### src/rtl/bpp_pkg.sv
// ---------------------------------------------------------------------------
// bpp_pkg
// Shared types, constants and helpers of the Boris particle push block.
// ---------------------------------------------------------------------------
package bpp_pkg;

    // default geometry and storage width
    localparam int GRID_N_DEF      = 32;
    localparam int FIELD_WIDTH_DEF = 32;

    // fixed field widths, component count and queue depth
    localparam int CELL_W      = 5;
    localparam int FRAC_W      = 16;
    localparam int VEL_W       = 32;
    localparam int SEL_W       = 3;
    localparam int COMP_NUM    = 6;
    localparam int QUEUE_DEPTH = 2;

    // request types
    localparam logic REQ_WRITE = 1'b0;
    localparam logic REQ_PUSH  = 1'b1;

    // configuration register indexes
    localparam logic CFG_HQM = 1'b0;
    localparam logic CFG_MAG = 1'b1;

    // classification done by the front end
    typedef enum logic [1:0] {
        ITEM_WRITE,
        ITEM_SKIP,
        ITEM_PUSH,
        ITEM_OUTSIDE
    } item_kind_t;

    typedef enum logic [1:0] {
        STATUS_OK      = 2'd0,
        STATUS_SAT     = 2'd1,
        STATUS_OUTSIDE = 2'd2
    } push_status_t;

    // queued item between front and back
    typedef struct packed {
        item_kind_t                kind;
        logic [CELL_W-1:0]         cell_x;
        logic [CELL_W-1:0]         cell_y;
        logic [CELL_W-1:0]         cell_z;
        logic [FRAC_W-1:0]         frac_x;
        logic [FRAC_W-1:0]         frac_y;
        logic [FRAC_W-1:0]         frac_z;
        logic signed [VEL_W-1:0]   vel_x;
        logic signed [VEL_W-1:0]   vel_y;
        logic signed [VEL_W-1:0]   vel_z;
        logic [SEL_W-1:0]          field_select;
        logic signed [VEL_W-1:0]   field_value;
    } item_t;

    // configuration seen by the back end
    typedef struct packed {
        logic signed [31:0] hqm;
        logic               mag_en;
    } cfg_t;

    // push sequencer states
    typedef enum logic [3:0] {
        S_IDLE,
        S_WRITE,
        S_WGT_A,
        S_WGT_B,
        S_WGT_C,
        S_GATH,
        S_GROUND,
        S_GSCALE,
        S_GSAT,
        S_V1,
        S_CROSS,
        S_VT,
        S_DEN,
        S_WAIT_DIV,
        S_ROT,
        S_DONE
    } seq_state_t;

    typedef struct packed {
        logic signed [31:0] val;
        logic               ovf;
    } sat_t;

    localparam logic signed [71:0] SAT_HI = 72'sh7FFFFFFF;
    localparam logic signed [71:0] SAT_LO = {{40{1'b1}}, 1'b1, 31'b0};

    // clamp to signed 32 bits and report the clamp
    function automatic sat_t sat32(input logic signed [71:0] v);
        sat_t r;
        r.val = v[31:0];
        r.ovf = 1'b0;
        if (v > SAT_HI)
        begin
            r.val = 32'sh7FFFFFFF;
            r.ovf = 1'b1;
        end
        else if (v < SAT_LO)
        begin
            r.val = 32'sh80000000;
            r.ovf = 1'b1;
        end
        return r;
    endfunction

endpackage

### src/rtl/bpp_front.sv
// ---------------------------------------------------------------------------
// bpp_front
// Accepts requests, classifies them and holds them in a short queue.
// ---------------------------------------------------------------------------
module bpp_front import bpp_pkg::*; #(
    parameter int GRID_N = GRID_N_DEF
) (
    input  logic                     clk,
    input  logic                     rst_n,
    input  logic                     req_valid,
    output logic                     req_ready,
    input  logic                     req_type,
    input  logic [CELL_W-1:0]        cell_x,
    input  logic [CELL_W-1:0]        cell_y,
    input  logic [CELL_W-1:0]        cell_z,
    input  logic [FRAC_W-1:0]        frac_x,
    input  logic [FRAC_W-1:0]        frac_y,
    input  logic [FRAC_W-1:0]        frac_z,
    input  logic signed [VEL_W-1:0]  vel_x,
    input  logic signed [VEL_W-1:0]  vel_y,
    input  logic signed [VEL_W-1:0]  vel_z,
    input  logic [SEL_W-1:0]         field_select,
    input  logic signed [VEL_W-1:0]  field_value,
    output logic                     q_valid,
    input  logic                     q_ready,
    output item_t                    q_item
);

    localparam int PTR_W = (QUEUE_DEPTH > 1) ? $clog2(QUEUE_DEPTH) : 1;
    localparam int CNT_W = $clog2(QUEUE_DEPTH + 1);

    item_t              q_mem_reg [QUEUE_DEPTH];
    logic [PTR_W-1:0]   wr_ptr_reg;
    logic [PTR_W-1:0]   rd_ptr_reg;
    logic [CNT_W-1:0]   count_reg;
    logic               push_q;
    logic               pop_q;
    logic               in_grid;
    logic               push_inside;
    item_t              item_in;

    // classification of the incoming transaction
    always_comb
    begin
        in_grid     = (32'(cell_x) < GRID_N) && (32'(cell_y) < GRID_N)
                      && (32'(cell_z) < GRID_N);
        push_inside = (32'(cell_x) + 32'd1 < GRID_N) && (32'(cell_y) + 32'd1 < GRID_N)
                      && (32'(cell_z) + 32'd1 < GRID_N);
        item_in.cell_x       = cell_x;
        item_in.cell_y       = cell_y;
        item_in.cell_z       = cell_z;
        item_in.frac_x       = frac_x;
        item_in.frac_y       = frac_y;
        item_in.frac_z       = frac_z;
        item_in.vel_x        = vel_x;
        item_in.vel_y        = vel_y;
        item_in.vel_z        = vel_z;
        item_in.field_select = field_select;
        item_in.field_value  = field_value;
        priority if (req_type == REQ_PUSH)
            item_in.kind = push_inside ? ITEM_PUSH : ITEM_OUTSIDE;
        else if (in_grid && (field_select <= SEL_W'(COMP_NUM - 1)))
            item_in.kind = ITEM_WRITE;
        else
            item_in.kind = ITEM_SKIP;
    end

    // queue handshakes
    assign req_ready = (count_reg < CNT_W'(QUEUE_DEPTH));
    assign push_q    = req_valid && req_ready;
    assign q_valid   = (count_reg != '0);
    assign pop_q     = q_valid && q_ready;
    assign q_item    = q_mem_reg[rd_ptr_reg];

    // queue pointers
    always_ff @(posedge clk or negedge rst_n)
    begin
        if (!rst_n)
        begin
            wr_ptr_reg <= '0;
            rd_ptr_reg <= '0;
            count_reg  <= '0;
        end
        else
        begin
            if (push_q)
                wr_ptr_reg <= (wr_ptr_reg == PTR_W'(QUEUE_DEPTH - 1)) ? '0
                              : wr_ptr_reg + PTR_W'(1);
            if (pop_q)
                rd_ptr_reg <= (rd_ptr_reg == PTR_W'(QUEUE_DEPTH - 1)) ? '0
                              : rd_ptr_reg + PTR_W'(1);
            if (push_q && !pop_q)
                count_reg <= count_reg + CNT_W'(1);
            else if (pop_q && !push_q)
                count_reg <= count_reg - CNT_W'(1);
        end
    end

    // queue storage
    always_ff @(posedge clk)
    begin
        if (push_q)
            q_mem_reg[wr_ptr_reg] <= item_in;
    end

endmodule

### config.mk
export PLATFORM = sky130hd
export DESIGN_NAME = bpp_front
export DESIGN_NICKNAME = d
export VERILOG_FILES = /design/src/rtl/bpp_pkg.sv /design/src/rtl/bpp_front.sv
export SDC_FILE = /design/constraint.sdc
export NUM_CORES = 1
export LEC_CHECK = 0
export BUFFER_PORTS_ARGS = -buffer_cell sky130_fd_sc_hd__buf_2
export CAP_MARGIN = 30
export CORE_ASPECT_RATIO = 1.5
export CORE_MARGIN = 3
export CORE_UTILIZATION = 40
export DETAILED_ROUTE_END_ITERATION = 12
export GPL_TIMING_DRIVEN = 1
export HOLD_SLACK_MARGIN = 0.06
export PLACE_DENSITY = 0.65
export SKIP_CTS_REPAIR_TIMING = 1
export SLEW_MARGIN = 20
export SYNTH_ARGS = -nofsm -noshare
export SYNTH_HDL_FRONTEND = slang
export SYNTH_SLANG_ARGS = --single-unit
export TNS_END_PERCENT = 20
### constraint.sdc
create_clock -name clk -period 23.4 [get_ports clk]
set_input_delay 4.68 -clock clk [delete_from_list [all_inputs] [get_ports clk]]
set_output_delay 4.68 -clock clk [all_outputs]
set_load 0.05 [all_outputs]
== After elaboration in Yosys (flattened, before gate mapping) ==
Memories as Yosys holds them, arrays and structs flattened.
Cells that the tools add are included.
Storage, ports and cells
  bits in writable memories: 392
  word-level logic and storage cells: 35
  register bits after elaboration: 4
  memory bits (read-only): 0
  bits of input ports: 199
  bits in latches: 0
  memories: 1
  output and inout port bits: 198
Memory list
  q_mem_reg: depth 2, bits a word 196, read ports 1, clocked after Yosys merged registers in 0, wr ports 1, line bpp_front.sv:32  | item_t q_mem_reg [QUEUE_DEPTH];
Operators by class
  magnitude comparators: 5
  add/subtract/negate cells: 7
  eq/ne operators: 0
  multiply operators: 0
  bitwise operators: 0
  reductions and logical operators: 10
  mux-type cells: 9
  shifts and indexed selects: 0
  div/mod/pow operators: 0
Operators by type and width (count)
  $add A5 B1 Y6 const B: 3
  $lt A6 B6 Y1 const B: 3
  $logic_and A1 B1 Y1: 6
  $mux W1: 6
  $mux W2: 3
  $reduce_bool A2 Y1: 2
  $le A3 B3 Y1 const B: 1
  $add A1 B1 Y1 const B: 2
  $add A2 B1 Y2 const B: 1
  $logic_not A1 Y1: 2
  $lt A2 B2 Y1 const B: 1
  $sub A2 B1 Y2 const B: 1

== Depth between registers and ports, before layout ==
Gate-level depths: netlist (run 1).
  word-level depth: 6
  depth in mapped cells: 6
  mapped depth without buffers: 6

== Worst setup path before layout (run 1) ==
No wires, ideal clock.
  kind: input -> register
  from: input req_valid
  to: memory q_mem_reg[0][0] (netlist bit) (enable)
  data arrival time: 13.543 ns
  path buffers: 0
  required time: 22.621 ns
  setup time: 0.779 ns
  cell stages on the path: 2
  slack: 9.078 ns
  cells stage by stage: nor2b_1 nor2b_1
On the way
  word-level cells in the longest chain between the ends: 3
Ends and longest elaborated chain
  start, declared: line bpp_front.sv:10  | input logic req_valid,
  $logic_and A1 B1 Y1: line bpp_front.sv:70  | assign push_q = req_valid && req_ready;
  $mux W1: line bpp_front.sv:102  | if (push_q)
  $mux W1 (not written as such): line bpp_front.sv:103  | q_mem_reg[wr_ptr_reg] <= item_in;
  end, declared: line bpp_front.sv:32
Every way passes these cells.

==> flow_metrics.env, run 1 <==
export IMPL_critical_path_buf_inv_count=3
export IMPL_grt_pass1_wl_mm=46.1
export IMPL_viasPerCell=4.73
export IMPL_drive_above_1_share_pct=60.6
export IMPL_synth_seq_cells=396
export IMPL_finalSetupTns_ns=0
export IMPL_setup_ws_ns=15.12
export IMPL_clock_latency_ns=0.52
export IMPL_outcome="finished, final reports clean"
export IMPL_wire_per_inst_um=19.7
export IMPL_layout_common_cells="396 x buf_2, 392 x edfxtp_1, 130 x mux2_4"
export IMPL_nets=1257
export IMPL_root_buffer="clkbuf_16"
export IMPL_netlist_area_um2=14900
export IMPL_grt_overflow=0
export IMPL_finalCoreUtilization_pct=50.6
export IMPL_largest_reg_flops=392
export IMPL_leakagePower_nw=7.22
export IMPL_dr_pass1_iters=4
export IMPL_cp_top_family="buffers and inverters"
export IMPL_cts_buffer_depth=3
export IMPL_syn2layout_area_growth_pct=24.8
export IMPL_path_common_cell="buf_4"
export IMPL_rows=86
export IMPL_rsz0062_at_grt="no"
export IMPL_dp_hpwl_mm=21.4
export IMPL_pin_count=397
export IMPL_drv_cap=0
export IMPL_final_setup_skew_ns=0.0133
export IMPL_setup_viol=0
export IMPL_grt_pass1_vias=7997
export IMPL_clock_sinks=396
export IMPL_p_total_w=0.00264
export IMPL_antenna_found_initial=11
export IMPL_ff2ff_path_depth=3
export IMPL_gr_usage_all_layers_pct=15.3
export IMPL_netlist_instances=635
export IMPL_start_util_pct=40.5
export IMPL_worst_path_max_delay_cell="dfrtp_4"
export IMPL_io_buffer_count=396
export IMPL_die_w_um=164
export IMPL_ys_types=19
export IMPL_place_area_um2=17400
export IMPL_syn_nets=835
export IMPL_clkTransAtPathRegs_ns=0.06
export IMPL_drc=0
export IMPL_wl_mm=31.1
export IMPL_die_area_um2=39700
export IMPL_htree_num_levels=2
export IMPL_cts_made_buffers=38
export IMPL_slew_viol_final=0
export IMPL_cp_num_cells=4
export IMPL_critPathMaxStageDelay_ns=0.82
export IMPL_fmax_mhz=121
export IMPL_design_area_um2=18600
export IMPL_finalHoldViolCount=0
export IMPL_core_area_um2=36800
export IMPL_cp_cell_sequence="buf_4 > buf_4 > mux2_2 > buf_2"
export IMPL_yosysWarnings=0
export IMPL_start_kind="flop"
export IMPL_cp_startpoint="rd_ptr_reg"
export IMPL_grt_max_degree=175
export IMPL_critPathKind="flop to output pin"
export IMPL_gp_congestion=0.735
export IMPL_required_ns=18.72
export IMPL_worst_pin_slew_ns=1.18
export IMPL_hp_start="count_reg[0]"
export IMPL_p_per_area_nw_per_um2=142
export IMPL_die_y_um=243
export IMPL_drtIter0Drc=357
export IMPL_final_common_cell="buf_2"
export IMPL_fin_crit_ns=8.28
export IMPL_max_slew_margin_rel_pct=21.1
export IMPL_holdPathStages=1
export IMPL_ys_seq_area_share_pct=79.6
export IMPL_syn_mean_instance_area_um2=23.5
export IMPL_min_path_type="flop to flop"
export IMPL_drtAntennaViolNets=0
export IMPL_fin_crit_sh_pct=35.4
export IMPL_peakVddDrop_mv=0.104
export IMPL_path_max_fanout=50
export IMPL_cp_end_kind="output pin"
export IMPL_arrival_ns=3.60
export IMPL_cts_tree="done"
export IMPL_via_count=7455
export IMPL_pre_cts_ws_ns=15.63
export IMPL_r2r_start="count_reg[1]"
kinds of logic (layout without fill, tap and decap cells):
kind of cell	after synthesis	after routing	share of synthesized area, %
XOR/XNOR	5	5	0.294
other	0	11	0
buffers and inverters	23	470	1.43
flip-flops	396	396	79.6
AND/OR/NAND/NOR	12	12	0.445
AO/OA/AOI/OAI	2	2	0.0922
adder cells (fa/ha/maj)	1	1	0.0839
multiplexers	196	196	18.1
final timing paths:
path                                    end  slack [ns]
setup / recovery                q_item[174]       15.12
hold / removal                 count_reg[0]        0.51
setup reg to reg           q_mem_reg[0][45]       20.62
hold reg to reg                count_reg[0]        0.51
max in group asynchronous        rd_ptr_reg       19.30
min in group asynchronous        wr_ptr_reg        3.96
per-layer routing:
layer  global-route usage (%)  vias to the layer above  share of wire (%)
li1                         -                     3387                  -
met3                     4.48                       75                7.8
met4                     7.94                        0                4.3
met2                     27.3                      297                 54
met1                     16.0                     3696                 34
met5                        0                        -                  0
through the flow:
stage,hold slack [ns],cells
2_1_floorplan,0.455,635
5_1_grt,0.556,1577
3_3_place_gp,0.496,1499
3_5_place_dp,0.499,1500
6_report,0.512,1577
4_1_cts,0.511,1565
synth_stat cells, drive strengths merged:
cell type | n | area share (%)
a21oi | 1 | 0.034
buf | 22 | 1.4
ha | 1 | 0.084
or2 | 1 | 0.042
a41oi | 1 | 0.059
nand3 | 3 | 0.10
nor2 | 1 | 0.025
nor2b | 2 | 0.084
nand2 | 1 | 0.025
and2 | 1 | 0.042
inv | 1 | 0.025
dfrtp | 4 | 0.67
and3 | 3 | 0.13
xnor2 | 3 | 0.18
edfxtp | 392 | 79
xor2 | 2 | 0.12
mux2 | 196 | 18
layout make-up:
type	instances	area, um2
multi-input cells	216	2840
flip-flops and latches	396	11900
clock buffers	55	1090
fillers	3089	18200
well taps	484	606
diodes	11	27.5
inverters	1	3.75
clock inverters	10	88.8
repair buffers	404	2080
where the power goes:
group | internal [W] | switching (W) | leakage [nW]
clock | 0.000335 | 0.000243 | 0.575
sequential | 0.000931 | 0.0000455 | 3.65
combinational | 0.000329 | 0.000759 | 3.00
No activity file was read; power rests on OpenSTA's default activity.
==> run 2, diff against run 1 <==
--- a/config.mk
+++ b/config.mk
@@ -13,7 +13,7 @@
 export DETAILED_ROUTE_END_ITERATION = 12
 export GPL_TIMING_DRIVEN = 1
 export HOLD_SLACK_MARGIN = 0.06
-export PLACE_DENSITY = 0.65
+export PLACE_DENSITY = 0.68
 export SKIP_CTS_REPAIR_TIMING = 1
 export SLEW_MARGIN = 20
 export SYNTH_ARGS = -nofsm -noshare
==> constraint.sdc (replaced) <==
create_clock -name clk -period 7.5 [get_ports clk]
set_input_delay 1.5 -clock clk [delete_from_list [all_inputs] [get_ports clk]]
set_output_delay 1.5 -clock clk [all_outputs]
set_load 0.05 [all_outputs]
==> run 2 against run 1 <==
Net effect:
- clock power grew to 3.1 times the previous value
- die area is the same
- setup slack worse by 12 ns
- non-clock buffer count rose by 1
- via count down 0.51%
- hold slack better by 0.0033 ns
- utilization hardly changed
- first-iteration DRC count fell by 5.6%
==> flow_metrics.env, run 2 (synthesis gave the netlist of run 1 again) <==
export IMPL_wire_per_inst_um=19.3
export IMPL_finalHoldViolCount=0
export IMPL_setup_viol=0
export IMPL_clock_latency_ns=0.52
export IMPL_start_util_pct=40.5
export IMPL_worst_pin_slew_ns=0.967
export IMPL_syn2layout_area_growth_pct=24.8
export IMPL_grt_busiest_layer="met2"
export IMPL_fmax_mhz=230
export IMPL_drive_above_1_share_pct=60.5
export IMPL_start_kind="flop"
export IMPL_viasPerCell=4.69
export IMPL_p_per_area_nw_per_um2=442
export IMPL_slew_viol_final=0
export IMPL_gr_usage_all_layers_pct=15.0
export IMPL_antenna_found_initial=13
export IMPL_use_met1_pct=15.1
export IMPL_fin_crit_ns=4.35
export IMPL_holdPathStages=1
export IMPL_root_buffer="clkbuf_16"
export IMPL_core_area_um2=36800
export IMPL_die_w_um=164
export IMPL_placed_cells=1502
export IMPL_layout_cells_non_filler=1583
export IMPL_dp_hpwl_mm=21.1
export IMPL_use_met2_pct=27.2
export IMPL_met3_usage_pct=3.87
export IMPL_rsz0062_at_grt="no"
export IMPL_gp_congestion=0.761
export IMPL_cts_made_buffers=38
export IMPL_critPathKind="flop to output pin"
export IMPL_peakVddDrop_mv=0.317
export IMPL_grt_max_degree=99
export IMPL_drv_cap=0
export IMPL_path_max_fanout=92
export IMPL_hold_slack_ns=0.516
export IMPL_clkPwrFrac_pct=21.8
export IMPL_fin_crit_sh_pct=58.0
export IMPL_power_frac_seq_pct=37.0
export IMPL_required_ns=6.00
export IMPL_nets=1258
export IMPL_drtAntennaViolNets=0
export IMPL_r2r_start="count_reg[1]"
export IMPL_cts_buffer_depth=3
export IMPL_p_sw_w=0.00328
export IMPL_pin_count=397
export IMPL_htree_num_levels=2
export IMPL_dr_pass1_iters=6
export IMPL_io_buffer_count=396
export IMPL_min_path_type="flop to flop"
export IMPL_finalSetupTns_ns=0
export IMPL_final_setup_skew_ns=0.0104
export IMPL_die_area_um2=39700
export IMPL_worstReg2RegEnd="q_mem_reg[0][111]"
export IMPL_grt_pass1_vias=7992
export IMPL_cp_end_kind="output pin"
export IMPL_switching_share_pct=39.9
export IMPL_outcome="finished, final reports clean"
export IMPL_via_count=7417
export IMPL_internal_power_w=0.00495
export IMPL_cts_tree="done"
export IMPL_largest_reg_flops=392
export IMPL_r2r_slack_ns=4.83
export IMPL_hp_start="count_reg[0]"
export IMPL_clkTransAtPathRegs_ns=0.06
export IMPL_drtIter0Drc=337
export IMPL_min_to="count_reg[0]"
export IMPL_rows=86
export IMPL_max_slew_margin_rel_pct=35.5
export IMPL_fillers=3067
export IMPL_finalCoreUtilization_pct=50.6
export IMPL_die_y_um=243
export IMPL_arrival_ns=2.85
export IMPL_final_common_cell="buf_2"
export IMPL_ff2ff_path_depth=4
export IMPL_leakagePower_nw=7.23
export IMPL_combPwrFrac_pct=41.2
export IMPL_grt_pass1_wl_mm=45.3
export IMPL_wl_mm=30.5
export IMPL_drc=0
export IMPL_clock_sinks=396
export IMPL_layout_common_cells="396 x buf_2, 392 x edfxtp_1, 130 x mux2_4"
export IMPL_grt_overflow=0
[run 2: worst max-delay path: stages (launching register included)]
cell and delay [ns]:
dfrtp_4 0.92, buf_12 0.54, mux2_2 0.43, buf_2 0.22
[run 2: metal layers]
metal  share of wire (%)  routed length, um
met1                  33               9970
met2                  55              16700
met3                 6.9               2110
met4                 5.5               1660
met5               0.046                 14
[run 2: layout make-up]
type | count | area [um2] | share of cell area (%)
clock inverter | 22 | 134 | 0.719
antenna | 12 | 30.0 | 0.161
tap | 484 | 606 | 3.25
inverter | 1 | 3.75 | 0.0202
sequential | 396 | 11900 | 63.8
multi-input combinational | 216 | 2840 | 15.3
timing repair buffer | 405 | 2070 | 11.1
clock buffer | 47 | 1050 | 5.63
[run 2: stage by stage]
stage / power, W / worst slack, ns / cell area [um2]
global placement: 0.00650 / 3.64 / 17400
floorplan: 0.00594 / 0.149 / 14900
finish: 0.00824 / 3.15 / 18600
detailed placement: 0.00653 / 3.62 / 17400
CTS: 0.00835 / 3.14 / 18600
global route: 0.00856 / 3.02 / 18600
[run 2: worst max-delay path by stage]
| stage | cells after the start | to | startpoint | slack, ns |
|---|---|---|---|---|
| 5_1_grt | 3 | q_item[131] | rd_ptr_reg | 3.02 |
| 6_report | 3 | q_item[131] | rd_ptr_reg | 3.15 |
| 4_1_cts | 3 | q_item[131] | rd_ptr_reg | 3.14 |
| 3_3_place_gp | 5 | q_mem_reg[0][107] | req_valid | 3.64 |
| 2_1_floorplan | 2 | q_mem_reg[0][0] | req_valid | 0.15 |
| 3_5_place_dp | 5 | q_mem_reg[0][111] | req_valid | 3.62 |
[run 2: power groups by stage]
stage	sequential (W)	clock [W]	combinational, W
2_1_floorplan	0.00309	0	0.00285
3_5_place_dp	0.00310	0	0.00343
4_1_cts	0.00305	0.00186	0.00344
5_1_grt	0.00309	0.00194	0.00354
6_report	0.00305	0.00180	0.00339
3_3_place_gp	0.00307	0	0.00343
